`src/rtl/ldsp_pkg.sv`:
```
// Shared constants and types of the lax DER signature parser.
package ldsp_pkg;

  localparam int MAX_SIG_BYTES_DEF = 1024;
  localparam int INT_BYTES_DEF     = 32;

  localparam logic [7:0] TAG_SEQUENCE = 8'h30;
  localparam logic [7:0] TAG_INTEGER  = 8'h02;

  localparam logic [1:0] ST_PARSED   = 2'd0;
  localparam logic [1:0] ST_OVERFLOW = 2'd1;
  localparam logic [1:0] ST_REJECTED = 2'd2;

  typedef struct packed {
    logic       load;
    logic [1:0] status;
  } done_t;

endpackage

```
`src/rtl/lax_der_signature_parser_top.sv`:
```
// Top level of the lax DER ECDSA signature parser.
//
// The input channel carries one request per byte of a DER signature: sig_byte,
// with final_byte set on the last byte. A byte is taken at a rising edge with
// in_valid high and in_stall low. Every byte runs through the parse state
// machine in the cycle it is taken; one byte per cycle flows while not stalled.
// On the final byte the compact R||S buffer and its status are copied into a
// result register, and the parse state returns to its reset values so the
// next signature can start with the very next byte.
// The output channel then sends (2*INT_BYTES+7)/8 words (eight by default),
// word_index counting up from 0 and last_word set on the last one, starting
// the cycle after the final byte is taken. A word moves at an edge with
// out_valid high and out_stall low. A stalled output holds its word and only
// pushes back on the input when a further final byte arrives before the
// previous burst has drained; ordinary bytes keep flowing, and a final byte
// is taken in the same cycle the last word of the burst leaves.
// Words are all zero when parse_status reports overflow or reject.
// A synchronous reset empties the result register and returns the parser
// to the point of expecting a sequence tag with a cleared buffer.
module lax_der_signature_parser_top #(
  parameter int MAX_SIG_BYTES = ldsp_pkg::MAX_SIG_BYTES_DEF,
  parameter int INT_BYTES     = ldsp_pkg::INT_BYTES_DEF
) (
  input  logic        clk,
  input  logic        rst,
  input  logic        in_valid,
  output logic        in_stall,
  input  logic [7:0]  sig_byte,
  input  logic        final_byte,
  output logic        out_valid,
  input  logic        out_stall,
  output logic [2:0]  word_index,
  output logic [63:0] compact_word,
  output logic [1:0]  parse_status,
  output logic        last_word
);

  localparam int NUM_WORDS = (2 * INT_BYTES + 7) / 8;

  ldsp_pkg::done_t             done;
  logic [NUM_WORDS*64-1:0]     compact_bytes;
  logic                        burst_free;
  logic                        take;

  // Only a final byte needs the result register, so only it can be held off.
  assign in_stall = final_byte && !burst_free;
  assign take     = in_valid && !in_stall;

  ldsp_parser #(
    .MAX_SIG_BYTES (MAX_SIG_BYTES),
    .INT_BYTES     (INT_BYTES)
  ) u_parser (
    .clk           (clk),
    .rst           (rst),
    .take          (take),
    .sig_byte      (sig_byte),
    .final_byte    (final_byte),
    .done          (done),
    .compact_bytes (compact_bytes)
  );

  ldsp_burst #(
    .INT_BYTES (INT_BYTES)
  ) u_burst (
    .clk           (clk),
    .rst           (rst),
    .done          (done),
    .compact_bytes (compact_bytes),
    .out_stall     (out_stall),
    .out_valid     (out_valid),
    .word_index    (word_index),
    .compact_word  (compact_word),
    .parse_status  (parse_status),
    .last_word     (last_word),
    .free          (burst_free)
  );

endmodule

```
`src/rtl/ldsp_parser.sv`:
```
// Byte-wide DER parse state machine and the compact R||S byte buffer.
module ldsp_parser #(
  parameter int MAX_SIG_BYTES = ldsp_pkg::MAX_SIG_BYTES_DEF,
  parameter int INT_BYTES     = ldsp_pkg::INT_BYTES_DEF
) (
  input  logic                                        clk,
  input  logic                                        rst,
  input  logic                                        take,
  input  logic [7:0]                                  sig_byte,
  input  logic                                        final_byte,
  output ldsp_pkg::done_t                             done,
  output logic [((2 * INT_BYTES + 7) / 8) * 64 - 1:0] compact_bytes
);

  localparam int NUM_WORDS = (2 * INT_BYTES + 7) / 8;
  localparam int PAD_BYTES = NUM_WORDS * 8;
  localparam int LVW       = $clog2(MAX_SIG_BYTES + 2);
  localparam int SCW       = $clog2(INT_BYTES + 2);
  localparam logic [LVW-1:0] LV_SAT = LVW'(MAX_SIG_BYTES + 1);

  localparam logic [3:0] PH_SEQ_TAG  = 4'd0;
  localparam logic [3:0] PH_SEQ_LEN  = 4'd1;
  localparam logic [3:0] PH_SEQ_SKIP = 4'd2;
  localparam logic [3:0] PH_R_TAG    = 4'd3;
  localparam logic [3:0] PH_R_LEN    = 4'd4;
  localparam logic [3:0] PH_R_LLEN   = 4'd5;
  localparam logic [3:0] PH_R_DATA   = 4'd6;
  localparam logic [3:0] PH_S_TAG    = 4'd7;
  localparam logic [3:0] PH_S_LEN    = 4'd8;
  localparam logic [3:0] PH_S_LLEN   = 4'd9;
  localparam logic [3:0] PH_S_DATA   = 4'd10;
  localparam logic [3:0] PH_DONE     = 4'd11;

  logic [3:0]     parse_phase, parse_phase_next;
  logic [6:0]     length_bytes_left, length_bytes_left_next;
  logic [LVW-1:0] length_value, length_value_next;
  logic [LVW-1:0] content_left, content_left_next;
  logic [SCW-1:0] significant_count, significant_count_next;
  logic [7:0]     r_bytes [INT_BYTES];
  logic [7:0]     r_bytes_next [INT_BYTES];
  logic [7:0]     s_bytes [INT_BYTES];
  logic [7:0]     s_bytes_next [INT_BYTES];
  logic           overflow_flag, overflow_flag_next;
  logic           reject_flag, reject_flag_next;

  logic           is_s;
  logic [3:0]     tag_phase;
  logic           do_fin;
  logic           do_end;
  logic [LVW-1:0] fin_len;
  logic [LVW-1:0] short_len;
  logic [LVW-1:0] long_len;
  logic [LVW+7:0] lv_wide;
  logic           rej_final;
  logic [1:0]     status;

  assign is_s      = parse_phase >= PH_S_TAG;
  assign tag_phase = is_s ? PH_S_TAG : PH_R_TAG;
  assign lv_wide   = {length_value, sig_byte};
  assign short_len = (32'(sig_byte) > 32'(MAX_SIG_BYTES)) ? LV_SAT : LVW'(sig_byte);
  assign long_len  = (32'(lv_wide) > 32'(MAX_SIG_BYTES)) ? LV_SAT : LVW'(lv_wide);

  always_comb begin
    parse_phase_next       = parse_phase;
    length_bytes_left_next = length_bytes_left;
    length_value_next      = length_value;
    content_left_next      = content_left;
    significant_count_next = significant_count;
    r_bytes_next           = r_bytes;
    s_bytes_next           = s_bytes;
    overflow_flag_next     = overflow_flag;
    reject_flag_next       = reject_flag;
    do_fin                 = 1'b0;
    do_end                 = 1'b0;
    fin_len                = '0;

    unique case (parse_phase) inside
      PH_SEQ_TAG: begin
        if (sig_byte != ldsp_pkg::TAG_SEQUENCE) begin
          reject_flag_next = 1'b1;
          parse_phase_next = PH_DONE;
        end else begin
          parse_phase_next = PH_SEQ_LEN;
        end
      end
      PH_SEQ_LEN: begin
        if (sig_byte[7] && (sig_byte[6:0] != 7'd0)) begin
          length_bytes_left_next = sig_byte[6:0];
          parse_phase_next       = PH_SEQ_SKIP;
        end else begin
          parse_phase_next = PH_R_TAG;
        end
      end
      PH_SEQ_SKIP: begin
        if (length_bytes_left != 7'd0) length_bytes_left_next = length_bytes_left - 7'd1;
        if (length_bytes_left_next == 7'd0) parse_phase_next = PH_R_TAG;
      end
      PH_R_TAG, PH_S_TAG: begin
        if (sig_byte != ldsp_pkg::TAG_INTEGER) begin
          reject_flag_next = 1'b1;
          parse_phase_next = PH_DONE;
        end else begin
          parse_phase_next = tag_phase + 4'd1;
        end
      end
      PH_R_LEN, PH_S_LEN: begin
        length_value_next = '0;
        if (sig_byte[7]) begin
          length_bytes_left_next = sig_byte[6:0];
          if (sig_byte[6:0] == 7'd0) begin
            do_fin = 1'b1;
          end else begin
            parse_phase_next = tag_phase + 4'd2;
          end
        end else begin
          length_value_next = short_len;
          do_fin            = 1'b1;
          fin_len           = short_len;
        end
      end
      PH_R_LLEN, PH_S_LLEN: begin
        // Too many length bytes left after the leading zeros: reject.
        if ((length_value == '0) && (sig_byte != 8'd0) && (length_bytes_left >= 7'd8)) begin
          reject_flag_next = 1'b1;
          parse_phase_next = PH_DONE;
        end else begin
          if ((length_value != '0) || (sig_byte != 8'd0)) length_value_next = long_len;
          if (length_bytes_left != 7'd0) length_bytes_left_next = length_bytes_left - 7'd1;
          if (length_bytes_left_next == 7'd0) begin
            do_fin  = 1'b1;
            fin_len = length_value_next;
          end
        end
      end
      PH_R_DATA, PH_S_DATA: begin
        if ((significant_count != '0) || (sig_byte != 8'd0)) begin
          if (significant_count < SCW'(INT_BYTES)) begin
            for (int k = 0; k < INT_BYTES - 1; k++) begin
              if (is_s) s_bytes_next[k] = s_bytes[k+1];
              else      r_bytes_next[k] = r_bytes[k+1];
            end
            if (is_s) s_bytes_next[INT_BYTES-1] = sig_byte;
            else      r_bytes_next[INT_BYTES-1] = sig_byte;
            significant_count_next = significant_count + SCW'(1);
          end else begin
            significant_count_next = SCW'(INT_BYTES + 1);
            overflow_flag_next     = 1'b1;
          end
        end
        if (content_left != '0) content_left_next = content_left - LVW'(1);
        if (content_left_next == '0) do_end = 1'b1;
      end
      PH_DONE: begin
      end
      default: begin
        reject_flag_next = 1'b1;
        parse_phase_next = PH_DONE;
      end
    endcase

    if (do_fin) begin
      if (fin_len == LV_SAT) begin
        reject_flag_next = 1'b1;
        parse_phase_next = PH_DONE;
      end else if (fin_len == '0) begin
        do_end = 1'b1;
      end else begin
        content_left_next = fin_len;
        parse_phase_next  = tag_phase + 4'd3;
      end
    end

    if (do_end) begin
      parse_phase_next       = is_s ? PH_DONE : PH_S_TAG;
      significant_count_next = '0;
    end
  end

  // A final byte that leaves the parse short of the end of S rejects.
  assign rej_final = reject_flag_next || (parse_phase_next != PH_DONE);
  assign status    = rej_final ? ldsp_pkg::ST_REJECTED :
                     (overflow_flag_next ? ldsp_pkg::ST_OVERFLOW : ldsp_pkg::ST_PARSED);

  assign done.load   = take && final_byte;
  assign done.status = status;

  for (genvar k = 0; k < PAD_BYTES; k++) begin : g_pack
    if (k < INT_BYTES) begin : g_r
      assign compact_bytes[(PAD_BYTES-1-k)*8 +: 8] =
        (status == ldsp_pkg::ST_PARSED) ? r_bytes_next[k] : 8'd0;
    end else if (k < 2 * INT_BYTES) begin : g_s
      assign compact_bytes[(PAD_BYTES-1-k)*8 +: 8] =
        (status == ldsp_pkg::ST_PARSED) ? s_bytes_next[k-INT_BYTES] : 8'd0;
    end else begin : g_pad
      assign compact_bytes[(PAD_BYTES-1-k)*8 +: 8] = 8'd0;
    end
  end

  always_ff @(posedge clk) begin
    if (rst || (take && final_byte)) begin
      parse_phase       <= PH_SEQ_TAG;
      length_bytes_left <= '0;
      length_value      <= '0;
      content_left      <= '0;
      significant_count <= '0;
      r_bytes           <= '{default: '0};
      s_bytes           <= '{default: '0};
      overflow_flag     <= 1'b0;
      reject_flag       <= 1'b0;
    end else if (take) begin
      parse_phase       <= parse_phase_next;
      length_bytes_left <= length_bytes_left_next;
      length_value      <= length_value_next;
      content_left      <= content_left_next;
      significant_count <= significant_count_next;
      r_bytes           <= r_bytes_next;
      s_bytes           <= s_bytes_next;
      overflow_flag     <= overflow_flag_next;
      reject_flag       <= reject_flag_next;
    end
  end

endmodule

```
`src/rtl/ldsp_burst.sv`:
```
// Result register that holds a finished signature and sends it out word by word.
module ldsp_burst #(
  parameter int INT_BYTES = ldsp_pkg::INT_BYTES_DEF
) (
  input  logic                                        clk,
  input  logic                                        rst,
  input  ldsp_pkg::done_t                             done,
  input  logic [((2 * INT_BYTES + 7) / 8) * 64 - 1:0] compact_bytes,
  input  logic                                        out_stall,
  output logic                                        out_valid,
  output logic [2:0]                                  word_index,
  output logic [63:0]                                 compact_word,
  output logic [1:0]                                  parse_status,
  output logic                                        last_word,
  output logic                                        free
);

  localparam int NUM_WORDS = (2 * INT_BYTES + 7) / 8;
  localparam int CNTW      = $clog2(NUM_WORDS);

  logic [63:0]     words [NUM_WORDS];
  logic [CNTW-1:0] count;
  logic [1:0]      status;
  logic            valid;
  logic            take_out;
  logic            at_last;

  assign at_last  = count == CNTW'(NUM_WORDS - 1);
  assign take_out = valid && !out_stall;
  // Room for a new burst once the last word of the current one leaves.
  assign free     = !valid || (take_out && at_last);

  assign out_valid    = valid;
  assign word_index   = 3'(count);
  assign compact_word = words[0];
  assign parse_status = status;
  assign last_word    = at_last;

  always_ff @(posedge clk) begin
    if (rst) begin
      valid <= 1'b0;
      count <= '0;
    end else if (done.load) begin
      valid <= 1'b1;
      count <= '0;
    end else if (take_out) begin
      if (at_last) valid <= 1'b0;
      else         count <= count + CNTW'(1);
    end
  end

  always_ff @(posedge clk) begin
    if (done.load) begin
      status <= done.status;
      for (int i = 0; i < NUM_WORDS; i++) begin
        words[i] <= compact_bytes[(NUM_WORDS-1-i)*64 +: 64];
      end
    end else if (take_out) begin
      for (int i = 0; i < NUM_WORDS - 1; i++) begin
        words[i] <= words[i+1];
      end
    end
  end

endmodule

```
`config.mk`:
```
export PLATFORM = sky130hd
export DESIGN_NAME = lax_der_signature_parser_top
export DESIGN_NICKNAME = d
export VERILOG_FILES = /design/src/rtl/ldsp_pkg.sv /design/src/rtl/lax_der_signature_parser_top.sv /design/src/rtl/ldsp_parser.sv /design/src/rtl/ldsp_burst.sv
export SDC_FILE = /design/constraint.sdc
export NUM_CORES = 2
export LEC_CHECK = 0
export BUFFER_PORTS_ARGS = -buffer_cell sky130_fd_sc_hd__buf_4
export CAP_MARGIN = 10
export CORE_AREA = 5 5 433 435
export CTS_CLUSTER_DIAMETER = 100
export DETAILED_ROUTE_END_ITERATION = 10
export DIE_AREA = 0 0 438 440
export PLACE_DENSITY = 0.46
export SYNTH_ARGS = -nofsm -noshare
export SYNTH_HDL_FRONTEND = slang
export SYNTH_HIERARCHICAL = 1
export SYNTH_SLANG_ARGS = --single-unit
```
`constraint.sdc`:
```
create_clock -name clk -period 22.6 [get_ports clk]
set_input_delay 4.52 -clock clk [delete_from_list [all_inputs] [get_ports clk]]
set_output_delay 4.52 -clock clk [all_outputs]
set_load 0.01 [all_outputs]
```
==> impl_metrics.ini <==
[worst_setup_path]
path_cells = buf_4 > nor4_1 > a221oi_1 > nand3_1 > o21a_1 > and2_1 > nand3_4 > buf_4 > buf_4 > buf_4 > buf_4 > nor4_2 > mux2_1
cp_common_cell = buf_4
critPathKind = in2reg
end_kind = flip-flop
reg2reg_slack_ns = 15.82
critical_path_buf_inv_count = 5
cpMaxStageDelayCell = buf_4
crit_required_ns = 23.06
arrival_ns = 10.33
crit_path_max_incr_delay_ns = 0.94
critPathLaunchType = primary input
crit_fanout = 57
cpLargestDelayFamily = buffers and inverters

[clock_tree]
h-tree-depth = 4
clk_path_buf_depth = 3
cts_resized = 0
cts.sinks = 1071
ctsRootBufferMaster = clkbuf_16
cts_tree = done
clkLatencyLatePin_ns = 0.73
post_cts_buffers = 0
cts_hold_buf = 0
clk_pin_slew_ns = 0.05
cts_made_buffers = 132

[drt]
wl_met3_um = 4970
dr_wl_met2_um = 60900
wl_met1_um = 70700
first_pass_iters = 5
wirelength_um = 140000
vias = 36200
drt_iter0_markers = 2248
dr.max_layer_used = met4
ant_nets = 0
routedWlPerCell_um = 19.4
via_per_inst = 5.01
drc = 0

[global_route]
grt_pass1_vias = 35900
grt_antenna_before_repair = 1
grt_first_pass_wirelength_um = 222000
grt_max_degree = 194
grt.total_usage = 0.142
grt_overflow_total = 0

[sta]
fin_crit_ns = 9.87
fin_skew_ns = 0.0213
whs_ns = 0.450
clock.fmax_ghz = 0.101
rsz0062_at_grt = no
fin_tns_setup_ns = 0
final-setup-viol-count = 0
final.setup.worst_slack_ns = 12.73
slew_violations = 0
fin_crit_sh = 0.437
finalHoldViolCount = 0
worstMarginPinSlew_ns = 1.12
relSlewSlack = 0.253

[placement]
place_area_sq_um = 56000
place_congestion = 0.779
dp_cells = 6984
place_ws_ns = 12.03
port_buffers = 84
post-dp-hpwl_um = 74700

[logic_synthesis]
postSynthAreaPerCell_sq_um = 10.9
synth.yosys.seq_area_share = 0.487
yosysWarnings = 6
async_reset_ff_frac = 0
syn_area_sq_um = 54600
syn-num-nets = 5011
synth_edf_count = 514
ys_seq_elements = 1071
synth_ff_type = dfxtp_1
synth_cell_types = 78
syn_inst = 4991

[power_and_ir_drop]
irDropWorstVdd_v = 0.0000539
p_per_area_nw_per_um2 = 76.0
p_total_mw = 4.57
p_leak_nw = 21.2

[cells_and_area]
num-nets-final = 4753
area_delta_synth_final_pct = 10.1
final_cells = 7221
final_layout_size_suffix_gt1_frac = 0.256
utilization = 0.329
fillers = 18300
final_area_sq_um = 60200

[flow_run]
drv_cap = 0

[run_status]
outcome = finished, final reports clean

[floorplan]
die_h_um = 440
io_pins = 85
start_util = 0.299
die_area_sq_um = 193000
fp.dieW_um = 438
rows = 157
coreArea_sq_um = 183000

[hold_path]
hp-class = reg2reg
[cells in the final DEF, fill, tap and decap left out, types with 5 or more instances in the layout]
master	Yosys	routed
xnor2_1	5	5
o21ai_0	23	23
nand2_1	1057	1056
and3_1	7	7
nor4_1	56	56
clkbuf_1	243	35
a211o_1	5	5
a32o_1	8	8
buf_12	0	9
buf_4	172	139
clkinv_1	0	11
a211oi_1	5	5
a31oi_1	11	11
edfxtp_1	514	514
inv_1	16	16
o211ai_1	5	5
clkbuf_8	0	26
a22oi_1	6	6
ha_1	7	7
inv_6	0	5
nand4_1	13	13
mux2_1	52	52
dfxtp_1	557	557
clkinv_2	0	17
nand2b_1	6	6
nor3_1	24	24
mux2_2	399	399
clkbuf_16	0	134
nor2_1	50	47
mux2i_1	517	517
nor4_2	461	461
bufinv_16	0	6
o21a_1	5	5
a21oi_1	541	540
nand3_1	19	16
[cell usage after synthesis (4+ instances only)]
cell type	n	area, sq um
nor3_1	24	120
nand2b_1	6	37.5
or2_2	4	25.0
o21a_1	5	37.5
inv_1	16	60.1
a211o_1	5	43.8
nor4_2	461	5770
nand4_1	13	81.3
a211oi_1	5	37.5
o211ai_1	5	37.5
dfxtp_1	557	11200
nor2_1	50	188
a22oi_1	6	45.0
nand2_1	1057	3970
edfxtp_1	514	15400
a32o_1	8	80.1
mux2_2	399	4490
nand3_1	19	95.1
buf_1	15	56.3
xnor2_1	5	43.8
and2_1	4	25.0
mux2i_1	517	5170
clkbuf_1	243	912
buf_6	30	338
a31oi_1	11	68.8
ha_1	7	87.6
buf_4	172	1290
buf_2	80	400
and3_1	7	43.8
a21oi_1	541	2710
nor4_1	56	350
o21ai_0	23	115
mux2_1	52	586
[where the power goes]
part / switching [mW] / internal [mW]
registers: 0.0305 / 2.10
clock network: 0.823 / 1.24
logic: 0.305 / 0.0780
[layout make-up]
type,count,area [sq um],share of cell area
clock inverter,41,375,0.00624
tap,2385,2980,0.0496
sequential,1071,26600,0.442
antenna,1,2.50,0.0000416
clock buffer,195,3840,0.0638
multi-input combinational,3364,25100,0.417
inverter,16,60.1,0.000998
timing repair buffer,148,1220,0.0203
[kinds of logic after synthesis]
| group | share of synthesized area |
|---|---|
| simple gates | 0.201 |
| mux | 0.188 |
| flops | 0.487 |
| buf+inv | 0.0560 |
| fa+ha+maj | 0.00160 |
| xor+xnor | 0.00112 |
| compound gates | 0.0657 |
[routing by layer]
layer / GRT usage / up-vias
met1: 0.211 / 17800
met3: 0.0216 / 184
met4: 0.0391 / 0
li1: - / 17600
met5: 0 / -
met2: 0.214 / 618
[final timing paths]
path	from	to	cells past startpoint
max	sig_byte[1]	u_burst/words[0][3]	13
min	u_parser/length_value[8]	u_parser/length_value[8]	2
max reg2reg	u_parser/length_bytes_left[0]	u_burst/words[0][3]	15
min reg2reg	u_parser/length_value[8]	u_parser/length_value[8]	2
[worst min-delay path, cell delays in order (launching register included)]
cell     delay [ns]
dfxtp_1        0.30
nand2_1        0.05
a21oi_1        0.05
[state kept, by name, indices dropped and copies added, names as in the netlist]
| register | cells |
|---|---|
| u_burst/out_valid | 1 |
| u_burst/parse_status | 2 |
| u_burst/word_index | 3 |
| u_burst/words | 512 |
| u_parser/content_left | 11 |
| u_parser/length_bytes_left | 7 |
| u_parser/length_value | 11 |
| u_parser/overflow_flag | 1 |
| u_parser/parse_phase | 4 |
| u_parser/r_bytes | 256 |
| u_parser/reject_flag | 1 |
| u_parser/s_bytes | 256 |
| u_parser/significant_count | 6 |
(Power assumes the default switching activity.)
